===== config.mk =====
export PLATFORM = sky130hd
export DESIGN_NAME = array_table_engine_unit
export DESIGN_NICKNAME = d
export VERILOG_FILES = /design/src/design/ate_pkg.sv /design/src/design/array_table_engine_unit.sv /design/src/design/ate_ram.sv /design/src/design/ate_datapath.sv /design/src/design/ate_controller.sv
export VERILOG_INCLUDE_DIRS = /design/src /design/src/design
export SDC_FILE = /design/constraint.sdc
export NUM_CORES = 2
export LEC_CHECK = 0
export ABC_AREA = 0
export BUFFER_PORTS_ARGS = -buffer_cell sky130_fd_sc_hd__clkbuf_2
export CORE_ASPECT_RATIO = 1.4
export CORE_MARGIN = 4
export CORE_UTILIZATION = 45
export CTS_CLUSTER_SIZE = 14
export DETAILED_ROUTE_END_ITERATION = 6
export SLEW_MARGIN = 20
export SYNTH_ARGS = -nofsm -noshare
export SYNTH_HDL_FRONTEND = slang
export SYNTH_SLANG_ARGS = --single-unit

===== constraint.sdc =====
create_clock -name clock -period 8.25 [get_ports clock]
set_input_delay 1.65 -clock clock [delete_from_list [all_inputs] [get_ports clock]]
set_output_delay 1.65 -clock clock [all_outputs]
set_load 0.02 [all_outputs]

===== src/design/assert_macros.svh =====
// Assertion macros used by the top-level RTL file of the table engine.
`ifndef ASSERT_MACROS_SVH
`define ASSERT_MACROS_SVH
`ifndef ASSERT_OFF
// Check that the consequent holds in the same cycle as the antecedent.
`define ASSERT_SAME(label, clk, rst, ante, cons) \
   label: assert property (@(posedge clk) disable iff (rst) (ante) |-> (cons)) \
      else $error("assertion failed");
// Check that the consequent holds in the cycle after the antecedent.
`define ASSERT_NEXT(label, clk, rst, ante, cons) \
   label: assert property (@(posedge clk) disable iff (rst) (ante) |=> (cons)) \
      else $error("assertion failed");
`else
`define ASSERT_SAME(label, clk, rst, ante, cons)
`define ASSERT_NEXT(label, clk, rst, ante, cons)
`endif
`endif


===== src/design/ate_pkg.sv =====
// Package of shared types for the table engine.
`default_nettype none
package ate_pkg;

   typedef enum logic [2:0] {
      CMD_CLEAR   = 3'd0,
      CMD_INSERT  = 3'd1,
      CMD_DELETE  = 3'd2,
      CMD_READ    = 3'd3,
      CMD_LSEARCH = 3'd4,
      CMD_SORT    = 3'd5,
      CMD_BSEARCH = 3'd6,
      CMD_NOP     = 3'd7
   } cmd_type;

   typedef enum logic [1:0] {
      STS_OK        = 2'd0,
      STS_FULL      = 2'd1,
      STS_RANGE     = 2'd2,
      STS_NOT_FOUND = 2'd3
   } status_type;

   typedef enum logic [4:0] {
      DP_NOP,
      DP_LATCH,
      DP_CLEAR,
      DP_SET_FULL,
      DP_SET_RANGE,
      DP_INS_INIT,
      DP_INS_RD,
      DP_INS_MOVE,
      DP_INS_PUT,
      DP_DEL_INIT,
      DP_DEL_RD,
      DP_DEL_MOVE,
      DP_DEL_DONE,
      DP_RD_ISSUE,
      DP_RD_TAKE,
      DP_LIN_INIT,
      DP_LIN_RD,
      DP_LIN_HIT,
      DP_NEXT_I,
      DP_SRT_INIT,
      DP_SRT_RD,
      DP_SRT_HEAD,
      DP_SCAN_RD,
      DP_SCAN_STEP,
      DP_SWAP_A,
      DP_SWAP_B,
      DP_BS_INIT,
      DP_BS_RD,
      DP_BS_HIT,
      DP_BS_UP,
      DP_BS_DOWN
   } dp_op_type;

   typedef enum logic [4:0] {
      ST_IDLE,
      ST_DISPATCH,
      ST_INS_LOOP,
      ST_INS_WR,
      ST_DEL_LOOP,
      ST_DEL_WR,
      ST_RD_WAIT,
      ST_LIN_LOOP,
      ST_LIN_CMP,
      ST_SRT_OUTER,
      ST_SRT_HEAD,
      ST_SCAN_LOOP,
      ST_SCAN_CMP,
      ST_SWAP,
      ST_BS_LOOP,
      ST_BS_CMP,
      ST_DONE
   } state_type;

   typedef struct packed {
      dp_op_type op;
   } dp_cmd_type;

   typedef struct packed {
      cmd_type cmd;
      logic    full;
      logic    pos_gt_cnt;
      logic    pos_ge_cnt;
      logic    i_gt_pos;
      logic    i_lt_cnt;
      logic    i1_lt_cnt;
      logic    j_lt_cnt;
      logic    eq_key;
      logic    key_gt;
      logic    best_ne_i;
      logic    lo_lt_hi;
   } dp_flags_type;

endpackage
`default_nettype wire


===== src/design/array_table_engine_unit.sv =====
// Top level of the table engine: controller, datapath and checks.
// Clear, no-op and error beats finish straight from dispatch; read, insert, delete, search and
// sort step through controller states, with one table RAM access per compare or move through
// a single registered read port; a binary search sorts the table first.
// Throughput: one beat at a time; busy stays high from acceptance to the result strobe.
// Reset (synchronous, active high) empties the table and returns the controller to idle.
// Results are strobed for one cycle and cannot be held off by the receiver.
`default_nettype none
`include "assert_macros.svh"
module array_table_engine_unit #(
   parameter int DEPTH      = 64,
   parameter int DATA_WIDTH = 32
) (
   input  wire logic                          clock,
   input  wire logic                          reset,
   input  wire logic                          start,
   output logic                               busy,
   input  wire logic [2:0]                    req_command,
   input  wire logic [$clog2(DEPTH)-1:0]      req_position_in,
   input  wire logic signed [DATA_WIDTH-1:0]  req_value_in,
   output logic                               rsp_strobe,
   output logic [1:0]                         rsp_status,
   output logic [$clog2(DEPTH)-1:0]           rsp_position_out,
   output logic signed [DATA_WIDTH-1:0]       rsp_data_out,
   output logic [$clog2(DEPTH+1)-1:0]         rsp_count_out
);
   import ate_pkg::*;

   dp_cmd_type   dp_cmd;
   dp_flags_type dp_flags;
   logic         accept;

   // Accept a beat only while idle; hold everything else off with busy.
   assign accept = start && !busy;

   ate_controller u_ctrl (
      .clock      (clock),
      .reset      (reset),
      .start      (start),
      .dp_flags   (dp_flags),
      .dp_cmd     (dp_cmd),
      .busy       (busy),
      .rsp_strobe (rsp_strobe)
   );

   ate_datapath #(.DEPTH(DEPTH), .DATA_WIDTH(DATA_WIDTH)) u_dp (
      .clock            (clock),
      .reset            (reset),
      .dp_cmd           (dp_cmd),
      .dp_flags         (dp_flags),
      .req_command      (req_command),
      .req_position_in  (req_position_in),
      .req_value_in     (req_value_in),
      .rsp_status       (rsp_status),
      .rsp_position_out (rsp_position_out),
      .rsp_data_out     (rsp_data_out),
      .rsp_count_out    (rsp_count_out)
   );

   // Count never passes the table depth.
   `ASSERT_SAME(a_count_bound, clock, reset, 1'b1,
      rsp_count_out <= ($clog2(DEPTH+1))'(DEPTH))
   // A result beat only appears while a command is in flight.
   `ASSERT_SAME(a_strobe_busy, clock, reset, rsp_strobe, busy)
   // After the result beat the engine is free again.
   `ASSERT_NEXT(a_strobe_free, clock, reset, rsp_strobe, !busy && !rsp_strobe)
   // An accepted beat never yields its result in the next cycle.
   `ASSERT_NEXT(a_accept_busy, clock, reset, accept, busy && !rsp_strobe)
endmodule
`default_nettype wire


===== src/design/ate_ram.sv =====
// Generic single-write, single-read RAM with registered read data.
`default_nettype none
module ate_ram #(
   parameter int WIDTH = 32,
   parameter int DEPTH = 64
) (
   input  wire logic                     clock,
   input  wire logic                     we,
   input  wire logic [$clog2(DEPTH)-1:0] waddr,
   input  wire logic [WIDTH-1:0]         wdata,
   input  wire logic [$clog2(DEPTH)-1:0] raddr,
   output logic      [WIDTH-1:0]         rdata_ff
);
   logic [WIDTH-1:0] mem_ff [DEPTH];

   always_ff @(posedge clock) begin
      if (we) begin
         mem_ff[waddr] <= wdata;
      end
      rdata_ff <= mem_ff[raddr];
   end
endmodule
`default_nettype wire


===== src/design/ate_datapath.sv =====
// Datapath of the table engine: indices, count, result registers and table RAM.
`default_nettype none
module ate_datapath #(
   parameter int DEPTH      = 64,
   parameter int DATA_WIDTH = 32
) (
   input  wire logic                          clock,
   input  wire logic                          reset,
   input  wire ate_pkg::dp_cmd_type           dp_cmd,
   output ate_pkg::dp_flags_type              dp_flags,
   input  wire logic [2:0]                    req_command,
   input  wire logic [$clog2(DEPTH)-1:0]      req_position_in,
   input  wire logic signed [DATA_WIDTH-1:0]  req_value_in,
   output logic [1:0]                         rsp_status,
   output logic [$clog2(DEPTH)-1:0]           rsp_position_out,
   output logic signed [DATA_WIDTH-1:0]       rsp_data_out,
   output logic [$clog2(DEPTH+1)-1:0]         rsp_count_out
);
   import ate_pkg::*;

   localparam int IDX_W = $clog2(DEPTH);
   localparam int CNT_W = $clog2(DEPTH + 1);

   cmd_type                 cmd_ff, cmd_in;
   logic [IDX_W-1:0]        pos_ff, pos_in;
   logic signed [DATA_WIDTH-1:0] key_ff, key_in;
   logic [CNT_W-1:0]        count_ff, count_in;
   logic [CNT_W-1:0]        i_ff, i_in;
   logic [CNT_W-1:0]        j_ff, j_in;
   logic [IDX_W-1:0]        best_ff, best_in;
   logic signed [DATA_WIDTH-1:0] bestv_ff, bestv_in;
   logic signed [DATA_WIDTH-1:0] hold_ff, hold_in;
   logic [CNT_W-1:0]        lo_ff, lo_in;
   logic [CNT_W-1:0]        hi1_ff, hi1_in;
   status_type              status_ff, status_in;
   logic [IDX_W-1:0]        posout_ff, posout_in;
   logic signed [DATA_WIDTH-1:0] data_ff, data_in;

   logic                    we;
   logic [IDX_W-1:0]        waddr, raddr;
   logic [DATA_WIDTH-1:0]   wdata, rdata_raw;
   logic signed [DATA_WIDTH-1:0] rdata;
   logic [CNT_W:0]          mid_sum;
   logic [IDX_W-1:0]        mid;
   logic [CNT_W-1:0]        i_m1;

   ate_ram #(.WIDTH(DATA_WIDTH), .DEPTH(DEPTH)) u_ram (
      .clock    (clock),
      .we       (we),
      .waddr    (waddr),
      .wdata    (wdata),
      .raddr    (raddr),
      .rdata_ff (rdata_raw)
   );

   assign rdata   = $signed(rdata_raw);
   assign mid_sum = {1'b0, lo_ff} + {1'b0, hi1_ff} - (CNT_W+1)'(1);
   assign mid     = mid_sum[IDX_W:1];
   assign i_m1    = i_ff - CNT_W'(1);

   always_comb begin
      dp_flags.cmd        = cmd_ff;
      dp_flags.full       = (count_ff == CNT_W'(DEPTH));
      dp_flags.pos_gt_cnt = (CNT_W'(pos_ff) > count_ff);
      dp_flags.pos_ge_cnt = (CNT_W'(pos_ff) >= count_ff);
      dp_flags.i_gt_pos   = (i_ff > CNT_W'(pos_ff));
      dp_flags.i_lt_cnt   = (i_ff < count_ff);
      dp_flags.i1_lt_cnt  = (({1'b0, i_ff} + (CNT_W+1)'(1)) < {1'b0, count_ff});
      dp_flags.j_lt_cnt   = (j_ff < count_ff);
      dp_flags.eq_key     = (rdata == key_ff);
      dp_flags.key_gt     = (key_ff > rdata);
      dp_flags.best_ne_i  = (best_ff != i_ff[IDX_W-1:0]);
      dp_flags.lo_lt_hi   = (lo_ff < hi1_ff);
   end

   always_comb begin
      cmd_in    = cmd_ff;
      pos_in    = pos_ff;
      key_in    = key_ff;
      count_in  = count_ff;
      i_in      = i_ff;
      j_in      = j_ff;
      best_in   = best_ff;
      bestv_in  = bestv_ff;
      hold_in   = hold_ff;
      lo_in     = lo_ff;
      hi1_in    = hi1_ff;
      status_in = status_ff;
      posout_in = posout_ff;
      data_in   = data_ff;
      we        = 1'b0;
      waddr     = '0;
      wdata     = '0;
      raddr     = '0;
      case (dp_cmd.op)
         DP_LATCH: begin
            cmd_in    = cmd_type'(req_command);
            pos_in    = req_position_in;
            key_in    = req_value_in;
            status_in = STS_OK;
            posout_in = '0;
            data_in   = '0;
         end
         DP_CLEAR:     count_in = '0;
         DP_SET_FULL:  status_in = STS_FULL;
         DP_SET_RANGE: status_in = STS_RANGE;
         DP_INS_INIT:  i_in = count_ff;
         DP_INS_RD:    raddr = i_m1[IDX_W-1:0];
         DP_INS_MOVE: begin
            we    = 1'b1;
            waddr = i_ff[IDX_W-1:0];
            wdata = rdata;
            i_in  = i_m1;
         end
         DP_INS_PUT: begin
            we       = 1'b1;
            waddr    = pos_ff;
            wdata    = key_ff;
            count_in = count_ff + CNT_W'(1);
         end
         DP_DEL_INIT: i_in = CNT_W'(pos_ff) + CNT_W'(1);
         DP_DEL_RD:   raddr = i_ff[IDX_W-1:0];
         DP_DEL_MOVE: begin
            we    = 1'b1;
            waddr = i_m1[IDX_W-1:0];
            wdata = rdata;
            i_in  = i_ff + CNT_W'(1);
         end
         DP_DEL_DONE: count_in = count_ff - CNT_W'(1);
         DP_RD_ISSUE: raddr = pos_ff;
         DP_RD_TAKE:  data_in = rdata;
         DP_LIN_INIT: begin
            i_in      = '0;
            status_in = STS_NOT_FOUND;
         end
         DP_LIN_RD: raddr = i_ff[IDX_W-1:0];
         DP_LIN_HIT: begin
            status_in = STS_OK;
            posout_in = i_ff[IDX_W-1:0];
         end
         DP_NEXT_I:   i_in = i_ff + CNT_W'(1);
         DP_SRT_INIT: i_in = '0;
         DP_SRT_RD:   raddr = i_ff[IDX_W-1:0];
         DP_SRT_HEAD: begin
            hold_in  = rdata;
            bestv_in = rdata;
            best_in  = i_ff[IDX_W-1:0];
            j_in     = i_ff + CNT_W'(1);
         end
         DP_SCAN_RD: raddr = j_ff[IDX_W-1:0];
         DP_SCAN_STEP: begin
            if (rdata < bestv_ff) begin
               bestv_in = rdata;
               best_in  = j_ff[IDX_W-1:0];
            end
            j_in = j_ff + CNT_W'(1);
         end
         DP_SWAP_A: begin
            we    = 1'b1;
            waddr = i_ff[IDX_W-1:0];
            wdata = bestv_ff;
         end
         DP_SWAP_B: begin
            we    = 1'b1;
            waddr = best_ff;
            wdata = hold_ff;
            i_in  = i_ff + CNT_W'(1);
         end
         DP_BS_INIT: begin
            lo_in     = '0;
            hi1_in    = count_ff;
            status_in = STS_NOT_FOUND;
         end
         DP_BS_RD: raddr = mid;
         DP_BS_HIT: begin
            status_in = STS_OK;
            posout_in = mid;
         end
         DP_BS_UP:   lo_in  = CNT_W'(mid) + CNT_W'(1);
         DP_BS_DOWN: hi1_in = CNT_W'(mid);
         default: begin
         end
      endcase
   end

   always_ff @(posedge clock) begin
      if (reset) begin
         count_ff <= '0;
      end else begin
         count_ff <= count_in;
      end
      cmd_ff    <= cmd_in;
      pos_ff    <= pos_in;
      key_ff    <= key_in;
      i_ff      <= i_in;
      j_ff      <= j_in;
      best_ff   <= best_in;
      bestv_ff  <= bestv_in;
      hold_ff   <= hold_in;
      lo_ff     <= lo_in;
      hi1_ff    <= hi1_in;
      status_ff <= status_in;
      posout_ff <= posout_in;
      data_ff   <= data_in;
   end

   assign rsp_status       = status_ff;
   assign rsp_position_out = posout_ff;
   assign rsp_data_out     = data_ff;
   assign rsp_count_out    = count_ff;
endmodule
`default_nettype wire


===== src/design/ate_controller.sv =====
// Controller state machine of the table engine.
`default_nettype none
module ate_controller (
   input  wire logic                  clock,
   input  wire logic                  reset,
   input  wire logic                  start,
   input  wire ate_pkg::dp_flags_type dp_flags,
   output ate_pkg::dp_cmd_type        dp_cmd,
   output logic                       busy,
   output logic                       rsp_strobe
);
   import ate_pkg::*;

   state_type state_ff, state_in;

   always_ff @(posedge clock) begin
      if (reset) begin
         state_ff <= ST_IDLE;
      end else begin
         state_ff <= state_in;
      end
   end

   always_comb begin
      state_in   = state_ff;
      dp_cmd.op  = DP_NOP;
      busy       = (state_ff != ST_IDLE);
      rsp_strobe = (state_ff == ST_DONE);
      case (state_ff)
         ST_IDLE: begin
            if (start) begin
               dp_cmd.op = DP_LATCH;
               state_in  = ST_DISPATCH;
            end
         end
         ST_DISPATCH: begin
            state_in = ST_DONE;
            case (dp_flags.cmd)
               CMD_CLEAR: dp_cmd.op = DP_CLEAR;
               CMD_INSERT: begin
                  if (dp_flags.full) begin
                     dp_cmd.op = DP_SET_FULL;
                  end else if (dp_flags.pos_gt_cnt) begin
                     dp_cmd.op = DP_SET_RANGE;
                  end else begin
                     dp_cmd.op = DP_INS_INIT;
                     state_in  = ST_INS_LOOP;
                  end
               end
               CMD_DELETE: begin
                  if (dp_flags.pos_ge_cnt) begin
                     dp_cmd.op = DP_SET_RANGE;
                  end else begin
                     dp_cmd.op = DP_DEL_INIT;
                     state_in  = ST_DEL_LOOP;
                  end
               end
               CMD_READ: begin
                  if (dp_flags.pos_ge_cnt) begin
                     dp_cmd.op = DP_SET_RANGE;
                  end else begin
                     dp_cmd.op = DP_RD_ISSUE;
                     state_in  = ST_RD_WAIT;
                  end
               end
               CMD_LSEARCH: begin
                  dp_cmd.op = DP_LIN_INIT;
                  state_in  = ST_LIN_LOOP;
               end
               CMD_SORT, CMD_BSEARCH: begin
                  dp_cmd.op = DP_SRT_INIT;
                  state_in  = ST_SRT_OUTER;
               end
               default: dp_cmd.op = DP_NOP;
            endcase
         end
         ST_INS_LOOP: begin
            if (dp_flags.i_gt_pos) begin
               dp_cmd.op = DP_INS_RD;
               state_in  = ST_INS_WR;
            end else begin
               dp_cmd.op = DP_INS_PUT;
               state_in  = ST_DONE;
            end
         end
         ST_INS_WR: begin
            dp_cmd.op = DP_INS_MOVE;
            state_in  = ST_INS_LOOP;
         end
         ST_DEL_LOOP: begin
            if (dp_flags.i_lt_cnt) begin
               dp_cmd.op = DP_DEL_RD;
               state_in  = ST_DEL_WR;
            end else begin
               dp_cmd.op = DP_DEL_DONE;
               state_in  = ST_DONE;
            end
         end
         ST_DEL_WR: begin
            dp_cmd.op = DP_DEL_MOVE;
            state_in  = ST_DEL_LOOP;
         end
         ST_RD_WAIT: begin
            dp_cmd.op = DP_RD_TAKE;
            state_in  = ST_DONE;
         end
         ST_LIN_LOOP: begin
            if (dp_flags.i_lt_cnt) begin
               dp_cmd.op = DP_LIN_RD;
               state_in  = ST_LIN_CMP;
            end else begin
               state_in = ST_DONE;
            end
         end
         ST_LIN_CMP: begin
            if (dp_flags.eq_key) begin
               dp_cmd.op = DP_LIN_HIT;
               state_in  = ST_DONE;
            end else begin
               dp_cmd.op = DP_NEXT_I;
               state_in  = ST_LIN_LOOP;
            end
         end
         ST_SRT_OUTER: begin
            if (dp_flags.i1_lt_cnt) begin
               dp_cmd.op = DP_SRT_RD;
               state_in  = ST_SRT_HEAD;
            end else if (dp_flags.cmd == CMD_SORT) begin
               state_in = ST_DONE;
            end else begin
               dp_cmd.op = DP_BS_INIT;
               state_in  = ST_BS_LOOP;
            end
         end
         ST_SRT_HEAD: begin
            dp_cmd.op = DP_SRT_HEAD;
            state_in  = ST_SCAN_LOOP;
         end
         ST_SCAN_LOOP: begin
            if (dp_flags.j_lt_cnt) begin
               dp_cmd.op = DP_SCAN_RD;
               state_in  = ST_SCAN_CMP;
            end else if (dp_flags.best_ne_i) begin
               dp_cmd.op = DP_SWAP_A;
               state_in  = ST_SWAP;
            end else begin
               dp_cmd.op = DP_NEXT_I;
               state_in  = ST_SRT_OUTER;
            end
         end
         ST_SCAN_CMP: begin
            dp_cmd.op = DP_SCAN_STEP;
            state_in  = ST_SCAN_LOOP;
         end
         ST_SWAP: begin
            dp_cmd.op = DP_SWAP_B;
            state_in  = ST_SRT_OUTER;
         end
         ST_BS_LOOP: begin
            if (dp_flags.lo_lt_hi) begin
               dp_cmd.op = DP_BS_RD;
               state_in  = ST_BS_CMP;
            end else begin
               state_in = ST_DONE;
            end
         end
         ST_BS_CMP: begin
            if (dp_flags.eq_key) begin
               dp_cmd.op = DP_BS_HIT;
               state_in  = ST_DONE;
            end else if (dp_flags.key_gt) begin
               dp_cmd.op = DP_BS_UP;
               state_in  = ST_BS_LOOP;
            end else begin
               dp_cmd.op = DP_BS_DOWN;
               state_in  = ST_BS_LOOP;
            end
         end
         ST_DONE: state_in = ST_IDLE;
         default: state_in = ST_IDLE;
      endcase
   end
endmodule
`default_nettype wire


[Yosys cells after proc, flatten, opt, wreduce, memory -nomap -nowiden]
Memory sizes are Yosys's and may differ from the RTL's. A register that Yosys moved wholly into a read port is not among the register bits.
Cells that the tools add are included.
Storage, ports and cells
  word-level logic and storage cells: 167
  bits of input ports: 44
  memories kept: 1
  memory bits (writable): 2048
  register bits: 191
Memories
  u_dp.u_ram.mem_ff: depth 64, bits a word 32, read ports 1, clocked after Yosys merged registers in 1, write ports 1, line ate_ram.sv:14  | logic [WIDTH-1:0] mem_ff [DEPTH];
Cells by class
  magnitude comparators: 9
  multiplexer cells: 53
  reduce and logical (&&, ||, !) cells: 22
  equal/unequal tests: 57
  $add $sub $neg: 10
Operator list (number)
  one-hot mux 32 bit (2 select lines): 2
  one-hot mux 32 bit (4 select lines): 1
  2-to-1 mux 5 bit: 21
  equality test 5 x 4 -> 1 bit (second input constant): 16
  equality test 5 bit (second input constant): 16
  one-hot mux 5 bit (16 select lines): 1
  one-hot mux 5 bit (15 select lines): 1
  one-hot mux 7 bit (2 select lines): 3
  equality test 5 x 3 -> 1 bit (second input constant): 8
  one-hot mux 7 bit (5 select lines): 1
  equality test 32 bit: 1
  > comparator 32 bit: 1
  less-than comparator 32 bit: 1
  2-to-1 mux 32 bit: 1
  one-hot mux 5 bit (6 select lines): 1
  one-hot mux 6 bit (5 select lines): 1
  one-hot mux 5 bit (5 select lines): 1
  one-hot mux 6 bit (4 select lines): 1
  adder 7 x 1 -> 7 bit (second input constant): 3
  less-than comparator 7 bit: 3
  one-hot mux 7 bit (3 select lines): 1
  subtractor 7 x 1 -> 7 bit (second input constant): 3
  equality test 5 x 2 -> 1 bit (second input constant): 4
  one-hot mux 6 bit (3 select lines): 1
  32 further kinds: 58

[Depth between registers and ports, before layout]
  word-level depth: 10
  mapped depth: 24

[By module]
Synthesis repeated with hierarchy kept, for this count alone.
Second synthesis, totals
  cells, all modules: 4506
  area total of the unflattened synthesis: 90571.9 um2
By module, submodules not included
  ate_ram: sequential area each 62139.6 um2, cells an instance 3324, area an instance 78515.3 um2, instances 1
  ate_datapath: sequential area each 5515.3 um2, cells an instance 1039, area an instance 11111.9 um2, instances 1
  ate_controller: sequential area each 100.1 um2, cells an instance 143, area an instance 944.7 um2, instances 1

[Worst setup path after synthesis]
OpenSTA, ideal clock, no wires.
  kind: reg-to-reg
  start: reg u_dp.bestv_ff[1]
  end: reg u_dp.best_ff[0] (enable)
  clock period less this slack: 8724 ps
  path slack: -474 ps
  arrival: 8086 ps
  setup time: 638 ps
  stages on the path, launching flop included: 15
  required time: 7612 ps
  buffers on the path: 0
  cell sequence: edfxtp_1 inv_1 ha_1 a21o_1 a21o_1 a21o_1 a21o_1 a21o_1 a21oi_1 nor2b_1 o21ai_0 a21oi_1 nor4_1 o21ai_0 a2111oi_0
On the way
  word-level cells in the longest chain between the ends: 3
RTL lines
  start: declaration: line ate_datapath.sv:31  | logic signed [DATA_WIDTH-1:0] bestv_ff, bestv_in;
  start signal: assignment: line ate_datapath.sv:198  | bestv_ff <= bestv_in;
  less-than comparator 32 bit: line ate_datapath.sv:152  | if (rdata < bestv_ff) begin
  != test 2 x 1 -> 1 bit (no source line)
  AND reduction 2 bit (no source line)
  end signal: assignment: line ate_datapath.sv:197  | best_ff <= best_in;
  end: declaration: line ate_datapath.sv:30  | logic [IDX_W-1:0] best_ff, best_in;
Every way passes these cells.
A chain may end at the register's enable or synchronous reset.

[Worst setup path after layout]
  start: reg u_dp.u_ram.rdata_ff[14] (read register of u_dp.u_ram.mem_ff)
  end: reg u_dp.u_ram.rdata_ff[30] (read register of u_dp.u_ram.mem_ff)
On the way
  word-level cells in the longest chain between the ends: 7
  elaborated cells between the ends (all ways): 15
  classes of those cells: order compare: 1; eq/ne: 8; mux: 5; reduce/logical: 1
RTL lines
  start: declaration: line ate_ram.sv:12  | output logic [WIDTH-1:0] rdata_ff
  > comparator 32 bit: line ate_datapath.sv:71  | dp_flags.key_gt = (key_ff > rdata);
  2-to-1 mux 2 bit: line ate_controller.sv:171  | end else if (dp_flags.key_gt) begin
  2-to-1 mux 5 bit: line ate_controller.sv:168  | if (dp_flags.eq_key) begin
  one-hot mux 5 bit (16 select lines) (*): line ate_controller.sv:29  | case (state_ff)
  equality test 5 x 4 -> 1 bit or equality test 5 bit (tied branches): line ate_datapath.sv:95  | case (dp_cmd.op)
  OR reduction 3 bit (no source line)
  one-hot mux 6 bit (5 select lines) (*): line ate_datapath.sv:95
Mark *: on every way between the ends. The rest lies on a longest branch, timed or not.

==> results.ini <==
[status]
status=complete, but fails checks
violations=DRC

[timing]
tightest_slew_ns=1.20
hold_ws_ns=0.530
relSlewSlack=0.188
finalSetupViolCount=0
finalClockSkew_ns=0.0392
final_max_slew_viol_count=0
rsz0062_at_grt=no
period_share=0.919
period_minus_slack_ns=7.58
tns_ns=0
max_freq_ghz=0.132
finalHoldViolations=0

[place]
numPlacedInstances=8303
routabilityCongestion=0.909
port_buffers=92
dp_hpwl_mm=171

[clocking]
postCtsSetupRepairBufs=0
clock_latency_ns=0.86
clock_sinks=2271
cts_buffers=213
clockBufferDepth=4
cts_max_level=4
cts-hold-fix-buffers=0
cts.clk_slew.worst_paths_ns=0.06
root_buffer=clkbuf_16
cts_tree=done
ctsResizeCount=0

[critical_path]
critPathSlowestCell=o41ai_1
rr_endpoint=u_dp.u_ram.rdata_ff[30]$_DFF_P_
critPathMaxStageDelay_ns=0.87
critPathMaxFanout=32
timing.critical_path.buf_inv=2
cp.required_ns=8.85
crit_path_cell_trace=inv_1, ha_1, nand4_1, nor4_2, a21boi_1, o31ai_1, a21oi_1, o21ai_1, a211oi_4, nand3_1, o211ai_1, nand2b_4, buf_4, o22ai_1, o41ai_1, nand4_1
ff2ff_path_depth=16
worstReg2RegStart=u_dp.u_ram.rdata_ff[14]$_DFF_P_
startpoint=u_dp.u_ram.rdata_ff[14]$_DFF_P_
cp_num_cells=16
critical-path-top-delay-family=compound AO/OA/AOI/OAI gates
cpMostUsedCell=nand4_1
crit_end=u_dp.u_ram.rdata_ff[30]$_DFF_P_
critPathKind=flop to flop
r2r_setup_slack_ns=0.67
startpoint_type=flop
cp.arrival_ns=8.18
timing.critical_path.to_type=flop

[synthesis]
netlist_area_um2=92500
yosys_warnings=0
synth_edf_count=2227
syn_area_per_cell_um2=16.6
ys_ff_latch=2271
seq_area_frac_synth=0.733
async_flop_share=0
synth_ff_type=edfxtp_1
syn_nets=5728
synthCells=5563
synth_cell_type_count=96

[grt]
grt-ovfl-total=0
antenna_found_initial=20
grt_pass1_wl_mm=392
grt_pass1_vias=52774
grt_start_max_net_pins=91
track_usage=0.258

[route]
antenna_left=0
drt_iter0_drc=6339
wl_per_cell_um=32.3
drt-vias-per-instance=6.15
via_count=53404
dr.pass1.iters=7
postRouteWirelength_mm=281
drc_errors=3

[power]
power.total_mw=26.1
leakage_nw=37.5
p_per_area_nw_per_um2=250
max-vdd-ir-drop_v=0.000207

[cells_and_area]
syn2layout_area_growth_pct=12.8
drive_gt1_frac=0.167
final_nets=6011
fill_cells=16565
layout.cells.non_filler=8690
final_util=0.511

[die]
core_area_um2=204000
rows=196
chipHeight_um=544
die-area_um2=213000
start_util=0.453
num_io_pins=93
die-width_um=391

[flow_run]
drv_cap=0

[min_path]
hold_class=flop to flop

cells in the mapped netlist (64+ instances only):
cell      instances  area share
buf_2            77      0.0042
nand2_1         273       0.011
nor2_1          155      0.0063
o32ai_1          72      0.0068
ha_1            119       0.016
buf_6            78      0.0095
nand3_1         125      0.0068
mux2_2          158       0.019
clkbuf_1        118      0.0048
a21oi_1         135      0.0073
o41ai_1          64      0.0061
mux2i_1         795       0.086
a211o_1          66      0.0063
inv_1           109      0.0044
o22ai_1         294       0.020
nor3_1          111      0.0060
edfxtp_1       2227        0.72
o31ai_1          68      0.0055
worst min path at each step:
stage | slack, ns | startpoint | endpoint | cells after the start
final | 0.53 | u_dp.u_ram.rdata_ff[22]$_DFF_P_ | u_dp.bestv_ff[22]$_DFFE_PP_ | 0
after global routing | 0.54 | u_dp.u_ram.rdata_ff[22]$_DFF_P_ | u_dp.bestv_ff[22]$_DFFE_PP_ | 0
after CTS | 0.53 | u_dp.u_ram.rdata_ff[20]$_DFF_P_ | u_dp.hold_ff[20]$_DFFE_PP_ | 0
after detailed placement | 0.52 | u_dp.u_ram.rdata_ff[11]$_DFF_P_ | u_dp.hold_ff[11]$_DFFE_PP_ | 0
after global placement | 0.50 | u_dp.u_ram.rdata_ff[11]$_DFF_P_ | u_dp.hold_ff[11]$_DFFE_PP_ | 0
after floorplan | 0.47 | u_dp.u_ram.rdata_ff[10]$_DFF_P_ | u_dp.bestv_ff[10]$_DFFE_PP_ | 0
power by group:
group | internal [mW] | total [mW] | leakage (nW) | switching, mW
logic | 1.10 | 3.36 | 15.7 | 2.26
clock network | 5.28 | 9.47 | 3.20 | 4.19
registers | 12.9 | 13.2 | 18.6 | 0.293
state kept, by name, indices dropped and copies added (netlist names), 3 cells and up:
register and cells:
u_ctrl.state_ff 5, u_dp.best_ff 6, u_dp.bestv_ff 32, u_dp.cmd_ff 3, u_dp.hi1_ff 7, u_dp.hold_ff 32, u_dp.i_ff 7, u_dp.j_ff 7
u_dp.key_ff 32, u_dp.lo_ff 7, u_dp.pos_ff 6, u_dp.rsp_count_out 7, u_dp.rsp_data_out 32, u_dp.rsp_position_out 6, u_dp.u_ram.mem_ff 2048, u_dp.u_ram.rdata_ff 32
final cells by class:
type	instances	area, um2	share of cell area
diodes	6	15.0	0.000144
clock buffers	280	5790	0.0555
clock inverters	100	783	0.00751
well taps	2673	3340	0.0321
repair buffers	391	3060	0.0294
inverters	109	409	0.00392
multi-input cells	2860	23100	0.222
flip-flops and latches	2271	67800	0.650
logic make-up (layout without fill, tap and decap cells):
logic type / Yosys count / count (layout) / synth area share
AND/OR/NAND/NOR: 832 / 832 / 0.0426
flip-flops: 2271 / 2271 / 0.733
multiplexers: 958 / 958 / 0.106
adder cells (fa/ha/maj): 121 / 121 / 0.0165
buffers and inverters: 432 / 880 / 0.0275
XOR/XNOR: 41 / 41 / 0.00396
AO/OA/AOI/OAI: 908 / 908 / 0.0709
other: 0 / 6 / 0
placed cells by master, fill, tap and decap left out, drive strengths merged, types with 13 or more instances in the layout:
cell type	synthesis	routed
a211o	66	66
a21o	16	16
a21oi	137	137
a222oi	32	32
and2	14	14
and3	13	13
buf	205	299
clkbuf	118	372
clkinv	0	82
dfxtp	44	44
edfxtp	2227	2227
ha	119	119
inv	109	112
mux2	163	163
mux2i	795	795
nand2	275	275
nand2b	17	17
nand3	125	125
nand4	50	50
nor2	157	157
nor2b	21	21
nor3	113	113
o2111ai	33	33
o21ai	42	42
o22ai	294	294
o31ai	68	68
o32ai	72	72
o41ai	64	64
xnor2	27	27
xor2	14	14
through the flow:
step,instance area [um2],setup slack (ns)
after floorplan,92500,1.36
after global placement,97400,-0.361
after detailed placement,97700,0.847
after CTS,104000,0.843
after global routing,104000,0.592
final,104000,0.667
per-layer routing:
metal	vias to the layer above	share of wire	GRT usage
met5	-	0.00015	0
met4	6	0.064	0.145
met3	594	0.079	0.0366
met2	2503	0.49	0.439
met1	27540	0.37	0.317
li1	22761	-	-
worst register-to-register path, cell delays in order (launching register included):
cell and delay (ns):
dfxtp_1 0.67, inv_1 0.16, ha_1 0.36, nand4_1 0.19, nor4_2 0.50, a21boi_1 0.33, o31ai_1 0.18, a21oi_1 0.31
o21ai_1 0.45, a211oi_4 0.66, nand3_1 0.38, o211ai_1 0.59, nand2b_4 0.68, buf_4 0.47, o22ai_1 0.16, o41ai_1 0.87
nand4_1 0.39
No activity file was read; power rests on OpenSTA's default activity.
